**src/design/ukfq_pkg.sv**
```systemverilog
// Package for the unique-key FIFO queue: sizes, operation and status codes,
// and the structs passed between the top level and the storage cells.
// No dependencies.
`default_nettype none

package ukfq_pkg;

    // Queue depth and derived widths
    localparam int DEPTH     = 16;
    localparam int CNT_W     = $clog2(DEPTH + 1);
    localparam int KEY_W     = 32;
    localparam int PAY_W     = 16;
    localparam int OP_W      = 2;
    localparam int STAT_W    = 3;
    localparam int OUT_CNT_W = 5;

    // Operation codes carried on s_tuser
    typedef enum logic [OP_W-1:0] {
        OP_INSERT = 2'd0,
        OP_REMOVE = 2'd1,
        OP_PEEK   = 2'd2,
        OP_SEARCH = 2'd3
    } op_t;

    // Result status codes carried on m_tuser
    typedef enum logic [STAT_W-1:0] {
        ST_OK       = 3'd0,
        ST_DUP      = 3'd1,
        ST_EMPTY    = 3'd2,
        ST_NOTFOUND = 3'd3,
        ST_FULL     = 3'd4
    } status_t;

    // Search probe rippling down the cell chain
    typedef struct packed {
        logic             hit;
        logic [KEY_W-1:0] key;
        logic [PAY_W-1:0] payload;
    } probe_t;

    // Per-cell control from the top level
    typedef struct packed {
        logic occ;    // cell holds a queued entry
        logic shift;  // take the upper neighbor's entry (pop)
        logic load;   // take the incoming entry (push)
    } cell_ctl_t;

endpackage : ukfq_pkg

`default_nettype wire

```
**src/design/ukfq_cell.sv**
```systemverilog
// One storage cell of the queue chain: holds a single entry, shifts toward
// the head on pop, and forwards the search probe to the next cell.
// Depends on ukfq_pkg.
`default_nettype none

module ukfq_cell
    import ukfq_pkg::*;
(
    input  wire logic             clk,
    input  wire cell_ctl_t        ctl,
    input  wire logic [KEY_W-1:0] probe_key,   // key being searched for
    input  wire logic [KEY_W-1:0] up_key,      // entry of the cell behind
    input  wire logic [PAY_W-1:0] up_payload,
    input  wire logic [KEY_W-1:0] in_key,      // entry being pushed
    input  wire logic [PAY_W-1:0] in_payload,
    input  wire probe_t           probe_in,
    output probe_t                probe_out,
    output logic [KEY_W-1:0]      key,
    output logic [PAY_W-1:0]      payload
);

    logic [KEY_W-1:0] key_reg, key_next;
    logic [PAY_W-1:0] payload_reg, payload_next;
    probe_t           probe_reg, probe_next;
    logic             match;

    // Entry update: pop shift or push load
    always_comb
    begin
        key_next     = key_reg;
        payload_next = payload_reg;
        if (ctl.load)
        begin
            key_next     = in_key;
            payload_next = in_payload;
        end
        else if (ctl.shift)
        begin
            key_next     = up_key;
            payload_next = up_payload;
        end
    end

    // Probe: an earlier hit passes through, otherwise this cell may hit
    assign match = ctl.occ && (key_reg == probe_key);

    always_comb
    begin
        probe_next = probe_in;
        if (!probe_in.hit && match)
        begin
            probe_next.hit     = 1'b1;
            probe_next.key     = key_reg;
            probe_next.payload = payload_reg;
        end
    end

    always_ff @(posedge clk)
    begin
        key_reg     <= key_next;
        payload_reg <= payload_next;
        probe_reg   <= probe_next;
    end

    assign probe_out = probe_reg;
    assign key       = key_reg;
    assign payload   = payload_reg;

endmodule : ukfq_cell

`default_nettype wire

```
**src/design/unique_key_fifo_queue.sv**
```systemverilog
// Top level of the unique-key FIFO queue: stream handshake, sequencer,
// output register and the chain of storage cells.
// Depends on ukfq_pkg and ukfq_cell.
`default_nettype none

// A first-in first-out queue of up to DEPTH (key, payload) entries in which
// no key is queued twice. Each input beat carries an operation on s_tuser
// (insert, remove head, peek head, search by key) and gives exactly one
// result beat with a status on m_tuser and the entry, count and empty flag
// on m_tdata. Entries sit in a chain of cells, the head in the first cell;
// a pop shifts every cell one place toward the head. Remove and peek are
// answered from the head cell. Insert and search wait for the search
// probe that moves one cell per clock down the chain to check every queued
// key. One operation is in progress at a time; the next beat is accepted
// once the result register is free or being drained. The stores need no
// clearing after reset.

module unique_key_fifo_queue
    import ukfq_pkg::*;
(
    input  wire logic        clk,
    input  wire logic        rst_n,
    input  wire logic        s_tvalid,
    output logic             s_tready,
    input  wire logic [47:0] s_tdata,   // key[31:0], payload[47:32]
    input  wire logic [1:0]  s_tuser,   // op[1:0]
    output logic             m_tvalid,
    input  wire logic        m_tready,
    output logic [55:0]      m_tdata,   // out_key[31:0], out_payload[47:32],
                                        // count[52:48], is_empty[53], zero[55:54]
    output logic [2:0]       m_tuser    // status[2:0]
);

    typedef enum logic [1:0] {
        S_IDLE = 2'b01,
        S_SCAN = 2'b10
    } state_t;

    state_t           state_reg, state_next;
    logic [CNT_W-1:0] count_reg, count_next;
    logic [CNT_W-1:0] scan_reg, scan_next;
    op_t              op_reg, op_next;
    logic [KEY_W-1:0] key_reg, key_next;
    logic [PAY_W-1:0] pay_reg, pay_next;

    logic                 m_valid_reg, m_valid_next;
    status_t              res_status_reg, res_status_next;
    logic [KEY_W-1:0]     res_key_reg, res_key_next;
    logic [PAY_W-1:0]     res_pay_reg, res_pay_next;
    logic [OUT_CNT_W-1:0] res_cnt_reg, res_cnt_next;
    logic                 res_empty_reg, res_empty_next;
    logic                 res_load;

    logic accept;
    op_t  in_op;
    logic do_shift;
    logic do_load;

    logic [CNT_W+OUT_CNT_W-1:0] cnt_wide;

    cell_ctl_t        ctl      [DEPTH];
    probe_t           probe    [DEPTH+1];
    logic [KEY_W-1:0] cell_key [DEPTH];
    logic [PAY_W-1:0] cell_pay [DEPTH];

    assign in_op    = op_t'(s_tuser);
    assign s_tready = (state_reg == S_IDLE) && (!m_valid_reg || m_tready);
    assign accept   = s_tvalid && s_tready;

    // Sequencer
    always_comb
    begin
        state_next      = state_reg;
        count_next      = count_reg;
        scan_next       = scan_reg;
        op_next         = op_reg;
        key_next        = key_reg;
        pay_next        = pay_reg;
        do_shift        = 1'b0;
        do_load         = 1'b0;
        res_load        = 1'b0;
        res_status_next = res_status_reg;
        res_key_next    = res_key_reg;
        res_pay_next    = res_pay_reg;

        case (state_reg)
            S_IDLE:
            begin
                if (accept)
                begin
                    if (in_op inside {OP_REMOVE, OP_PEEK})
                    begin
                        // head reads need no scan
                        res_load = 1'b1;
                        if (count_reg == '0)
                        begin
                            res_status_next = ST_EMPTY;
                            res_key_next    = '0;
                            res_pay_next    = '0;
                        end
                        else
                        begin
                            res_status_next = ST_OK;
                            res_key_next    = cell_key[0];
                            res_pay_next    = cell_pay[0];
                            if (in_op == OP_REMOVE)
                            begin
                                do_shift   = 1'b1;
                                count_next = count_reg - 1'b1;
                            end
                        end
                    end
                    else
                    begin
                        op_next    = in_op;
                        key_next   = s_tdata[KEY_W-1:0];
                        pay_next   = s_tdata[KEY_W+PAY_W-1:KEY_W];
                        scan_next  = '0;
                        state_next = S_SCAN;
                    end
                end
            end
            S_SCAN:
            begin
                scan_next = scan_reg + 1'b1;
                if (scan_reg == CNT_W'(DEPTH))
                begin
                    // probe has passed every cell
                    res_load   = 1'b1;
                    state_next = S_IDLE;
                    res_key_next = '0;
                    res_pay_next = '0;
                    if (op_reg == OP_SEARCH)
                    begin
                        if (probe[DEPTH].hit)
                        begin
                            res_status_next = ST_OK;
                            res_key_next    = probe[DEPTH].key;
                            res_pay_next    = probe[DEPTH].payload;
                        end
                        else
                        begin
                            res_status_next = ST_NOTFOUND;
                        end
                    end
                    else if (probe[DEPTH].hit)
                    begin
                        res_status_next = ST_DUP;
                    end
                    else if (count_reg == CNT_W'(DEPTH))
                    begin
                        res_status_next = ST_FULL;
                    end
                    else
                    begin
                        res_status_next = ST_OK;
                        do_load         = 1'b1;
                        count_next      = count_reg + 1'b1;
                    end
                end
            end
            default:
            begin
                state_next = S_IDLE;
            end
        endcase
    end

    // Result fields reflect the count after the operation
    assign cnt_wide       = {{OUT_CNT_W{1'b0}}, count_next};
    assign res_cnt_next   = cnt_wide[OUT_CNT_W-1:0];
    assign res_empty_next = (count_next == '0);
    assign m_valid_next   = res_load ? 1'b1 : (m_tready ? 1'b0 : m_valid_reg);

    // Control registers
    always_ff @(posedge clk or negedge rst_n)
    begin
        if (!rst_n)
        begin
            state_reg   <= S_IDLE;
            count_reg   <= '0;
            scan_reg    <= '0;
            m_valid_reg <= 1'b0;
        end
        else
        begin
            state_reg   <= state_next;
            count_reg   <= count_next;
            scan_reg    <= scan_next;
            m_valid_reg <= m_valid_next;
        end
    end

    // Payload registers
    always_ff @(posedge clk)
    begin
        op_reg  <= op_next;
        key_reg <= key_next;
        pay_reg <= pay_next;
        if (res_load)
        begin
            res_status_reg <= res_status_next;
            res_key_reg    <= res_key_next;
            res_pay_reg    <= res_pay_next;
            res_cnt_reg    <= res_cnt_next;
            res_empty_reg  <= res_empty_next;
        end
    end

    // Cell chain, head in cell 0
    assign probe[0] = '0;

    for (genvar i = 0; i < DEPTH; i++)
    begin : g_cell
        logic [KEY_W-1:0] up_key;
        logic [PAY_W-1:0] up_pay;

        if (i == DEPTH - 1)
        begin : g_last
            assign up_key = cell_key[i];
            assign up_pay = cell_pay[i];
        end
        else
        begin : g_mid
            assign up_key = cell_key[i+1];
            assign up_pay = cell_pay[i+1];
        end

        assign ctl[i].occ   = (CNT_W'(i) < count_reg);
        assign ctl[i].shift = do_shift;
        assign ctl[i].load  = do_load && (CNT_W'(i) == count_reg);

        ukfq_cell u_cell
        (
            .clk        (clk),
            .ctl        (ctl[i]),
            .probe_key  (key_reg),
            .up_key     (up_key),
            .up_payload (up_pay),
            .in_key     (key_reg),
            .in_payload (pay_reg),
            .probe_in   (probe[i]),
            .probe_out  (probe[i+1]),
            .key        (cell_key[i]),
            .payload    (cell_pay[i])
        );
    end

    // Output beat
    assign m_tvalid = m_valid_reg;
    assign m_tuser  = res_status_reg;
    assign m_tdata  = {2'b00, res_empty_reg, res_cnt_reg, res_pay_reg, res_key_reg};

`ifndef SYNTH
    // Queue never holds more than DEPTH entries
    a_count_bound: assert property (@(posedge clk) disable iff (!rst_n)
        count_reg <= CNT_W'(DEPTH))
        else $error("entry count exceeds depth");

    // Result register is free while a scan runs
    a_scan_slot: assert property (@(posedge clk) disable iff (!rst_n)
        (state_reg == S_SCAN) |-> !m_valid_reg)
        else $error("result pending during scan");

    // A remove on a non-empty queue drops the count by one
    a_remove_count: assert property (@(posedge clk) disable iff (!rst_n)
        (accept && (in_op == OP_REMOVE) && (count_reg != '0))
            |=> (count_reg == $past(count_reg) - 1'b1))
        else $error("remove did not pop one entry");

    // A scan always ends once the scan counter reaches DEPTH
    a_scan_len: assert property (@(posedge clk) disable iff (!rst_n)
        (state_reg == S_SCAN) |-> (scan_reg <= CNT_W'(DEPTH)))
        else $error("scan overran the chain");
`endif

endmodule : unique_key_fifo_queue

`default_nettype wire
```
**config.mk**
```make
export PLATFORM = sky130hd
export DESIGN_NAME = unique_key_fifo_queue
export DESIGN_NICKNAME = d
export VERILOG_FILES = /design/src/design/ukfq_pkg.sv /design/src/design/ukfq_cell.sv /design/src/design/unique_key_fifo_queue.sv
export SDC_FILE = /design/constraint.sdc
export NUM_CORES = 2
export LEC_CHECK = 0
export BUFFER_PORTS_ARGS = -buffer_cell sky130_fd_sc_hd__buf_4
export CORE_MARGIN = 3
export CORE_UTILIZATION = 45
export DETAILED_ROUTE_END_ITERATION = 10
export PLACE_DENSITY = 0.7
export SLEW_MARGIN = 20
export SYNTH_ARGS = -nofsm -noshare
export SYNTH_HDL_FRONTEND = slang
export SYNTH_SLANG_ARGS = --single-unit
```
**constraint.sdc**
```tcl
create_clock -name clk -period 9.3 [get_ports clk]
set_clock_uncertainty 0.15 [all_clocks]
set_input_delay 1.86 -clock clk [delete_from_list [all_inputs] [get_ports clk]]
set_output_delay 1.86 -clock clk [all_outputs]
set_load 0.05 [all_outputs]
```
==> metrics.sh <==
STATUS='finished clean'
SYNTH-EDFF-COUNT=875
RR_WORST_DEPTH=9
TIMING.SETUP.TNS_NS=0
HOLD_BUFS_INSERTED_AFTER_CTS=0
CP-END-KIND='output port'
P_COMB_SHARE_PCT=12.3
YOSYS_WARNINGS=0
FINAL_NETS=4592
HTREE_LEVELS=4
TRITONCTS.NUM_BUFFERS=164
GLOBALROUTEMET3UTIL_PCT=4.09
INSERTION_DELAY_NS=0.80
CP_SLOWEST_STAGE_DELAY_NS=0.19
ROUTEDWLPERCELL_UM=29.8
FLOORPLAN.INITIALDENSITY_PCT=45.5
CRITPATHLAUNCHTYPE='input port'
SEQ_POWER_SHARE_PCT=49.1
NUMBER_OF_NETS_STILL_FAILING_ANTENNA_CHECKS_AFTER_ROUTING=0
TIGHTESTPINTRANSITION_NS=1.21
CRITICAL-PATH-SLOWEST-CELL='nand2b_1'
WORSTSETUPPATHTYPE='in2out'
SWSHARE_PCT=26.5
GATE_COUNT_OF_THE_MAPPED_NETLIST=4458
CTS_TREE='built'
GLOBAL_ROUTE_WIRE_LENGTH_BEFORE_REPAIR_MM=279
FIRST_GLOBAL_VIAS=38700
SYNTH.CELL_AREA_UM2=67500
TIMING.FINAL.CRIT_SHARE_PCT=48.7
SYNTH_AREA_LEADER_CELL='edfxtp_1'
GRT_SETUP_UNREPAIRED='no'
FINALWIRELENGTH_MM=199
IR_WORST_VDD_mV=0.182
CRITICAL-PATH-TOP-CELL-BY-COUNT='buf_4'
SEQ_AREA_UM2=42300
WORST_MIN_DELAY_PATH_CLASS='reg2reg'
POSTSYNTHAREAPERCELL_UM2=15.1
LAYOUT_MIN_CYCLE_TIME_NS=4.53
SYNTH_SEQUENTIAL_AREA_RATIO_PCT=62.7
FINALHOLDVIOLATIONS=0
CTS_SETUP_BUFFERS=0
CELL_ROW_COUNT=141
YOSYS_MOST_USED_DFF='edfxtp_1'
YS_TOP_CELLS_BY_COUNT='mux2_2 (1403), edfxtp_1 (875), dfxtp_1 (784)'
WORST_EP_ARRIVAL_TIME_NS=2.52
YOSYS.CELL_COUNT.TOP_TYPE='mux2_2'
AREA_DELTA_SYNTH_FINAL_PCT=12.8
WORSTREG2REGEND='g_cell[9].u_cell.payload[5]'
ASYNC_RESET_FF_SHARE_PCT=0.778
GRT.OVERFLOW.TOTAL=0
WHS_NS=0.288
ROUTABILITYCONGESTION=0.919
POST_ROUTE_CELLS_DRIVE_ABOVE_1_SHARE_PCT=41.9
DIE_HEIGHT_UM=393
TIMING.MAX_CAP.VIOLATIONS=0
SWITCHING_POWER_uW=4650
HIGHEST_CLOCK_RATE_GHz=0.221
REG2REG_SLACK_NS=4.77
SYNTH_TOP_CELLS_BY_AREA='edfxtp_1 (39%), mux2_2 (23%), dfxtp_1 (23%)'
DETAIL_ROUTE.VIAS_PER_CELL=5.66
WORST-PATH-MAX-FANOUT=5
NUMBER_OF_ANTENNA_VIOLATIONS_AT_THE_FIRST_CHECK_IN_GLOBAL_ROUTING=3
DIE_W_UM=393
LARGEST_REGISTER_FFS=784
INTERNAL_POWER_uW=12900
LEAKAGE_uW=0.0277
TIMING.CRITICAL_PATH.CELLS='buf_4, nand2b_1, and2_1, buf_4'
FILL_CELLS=12300
PWR_DENSITY_CELL_nW_PER_UM2=230
BUFFER_PORTS.INSERTED=112
IOS=115
PATH_CLK_SLEW_NS=0.06
CLOCK_POWER_SHARE_PCT=38.7
AREA_OF_THE_MULTI_INPUT_GATES_UM2=24000
GROUTE.USAGE.OVERALL_PCT=25.4
DRC=0
CTS_REPAIR_RESIZE_COUNT=0
MAX_SLEW_MARGIN_PCT=19.1
TRITONCTS_NUM_SINKS=1672
DIE_AREA_UM2=155000
LARGEST_NET_DEGREE_AT_THE_START_OF_GLOBAL_ROUTING=55
DRT_PRE_ANTENNA_ITERS=7
CORE_REGION_AREA_UM2=148000
DRV_SLEW=0
GRTUSAGEMET2_PCT=43.4
DRTITER0DRC=3402
SETUP_VIOL_COUNT_FINAL=0
GRT_UTIL_MET1_PCT=31.7
SYNTH_TOP_AREA_SHARE_PCT=38.9
CLK_PATH_BUF_DEPTH=3
WORST_R2R_STARTPOINT='count_reg[1]'
SYNTH_CELL_TYPES=62
DR_TOTAL_VIAS=37800
CRITPATHLAUNCH='m_tready'
GRT_BUSIEST_LAYER='met2'
WORST-ENDPOINT-REQUIRED_NS=7.29
CELL_AT_THE_ROOT_OF_THE_CLOCK_TREE='clkbuf_16'
CRIT_PATH_END='s_tready'
DETAILEDPLACEMENTHPWL_MM=137
SYNTH_SEQ_CELLS=1672
## stage by stage
step                instances  total power, uW  area [um2]  util [%]  setup slack, ns
finish                   6674            17500       76100      51.3             4.77
global route             6672            18000       76100      51.3             4.59
CTS                      6671            17600       76100      51.3             4.77
detailed placement       6362            10900       70600      47.6             4.38
global placement         6362            10900       70500      47.5             4.46
floorplan                4459             9920       67500         -             2.34
## final cells by class
type                            count  share of cell area, %
Inverter                           21                  0.104
Multi-Input combinational cell   2441                   31.5
Tap cell                         2002                   3.29
Clock inverter                     51                  0.686
Sequential cell                  1672                   55.6
Timing Repair Buffer              226                   2.26
Clock buffer                      258                   6.59
Antenna cell                        3                0.00986
## critical path, delay by kind of cell
family | cells | cell delay (ns)
buffers and inverters | 2 | 0.29
and+or+nand+nor | 2 | 0.37
## placed cells by master, fill, tap and decap left out, drive strengths merged, types with 24 or more instances in the layout
cell type  synthesis  layout
clkinv             0      35
nand4             88      88
nand2             69      69
mux2            1412    1412
buf              160     226
clkbuf           165     258
nor4              64      64
edfxtp           875     875
inv               21      28
o21ai             35      35
xor2             164     164
dfxtp            784     784
nand3             24      24
a22o              49      49
and2              57      57
xnor2            342     342
## routing by layer
metal	up-vias	part of all wire [%]	wire length [um]
li1	16400	-	-
met1	19400	40	78500
met2	1558	49	97900
met3	406	6.5	12900
met4	0	4.7	9270
met5	-	0	0
## power by group through the flow
| stage | sequential, uW | clock, uW | combinational [uW] |
|---|---|---|---|
| after floorplan | 8770 | 0 | 1150 |
| after global placement | 8760 | 0 | 2100 |
| after detailed placement | 8760 | 0 | 2120 |
| after CTS | 8600 | 6870 | 2130 |
| after global routing | 8630 | 7150 | 2240 |
| final | 8600 | 6780 | 2160 |
## worst min path at each step
stage | cells past startpoint | end | from | slack (ns)
finish | 1 | g_cell[14].u_cell.probe_out[46] | g_cell[13].u_cell.probe_out[46] | 0.29
global placement | 1 | g_cell[14].u_cell.probe_out[40] | g_cell[13].u_cell.probe_out[40] | 0.27
CTS | 1 | g_cell[14].u_cell.probe_out[46] | g_cell[13].u_cell.probe_out[46] | 0.29
floorplan | 1 | g_cell[3].u_cell.probe_out[48] | g_cell[2].u_cell.probe_out[48] | 0.26
detailed placement | 1 | g_cell[14].u_cell.probe_out[46] | g_cell[13].u_cell.probe_out[46] | 0.28
global route | 1 | g_cell[3].u_cell.probe_out[31] | g_cell[2].u_cell.probe_out[31] | 0.31
## cells by family after synthesis
kind of cell	count (synthesis)	synth area share (%)
multiplexers	1415	23.6
buffers and inverters	346	2.24
XOR/XNOR	506	6.57
adder cells (fa/ha/maj)	12	0.222
AND/OR/NAND/NOR	379	3.29
AO/OA/AOI/OAI	127	1.41
flip-flops	1672	62.7
other	1	0.00556
(Power assumes the default switching activity.)
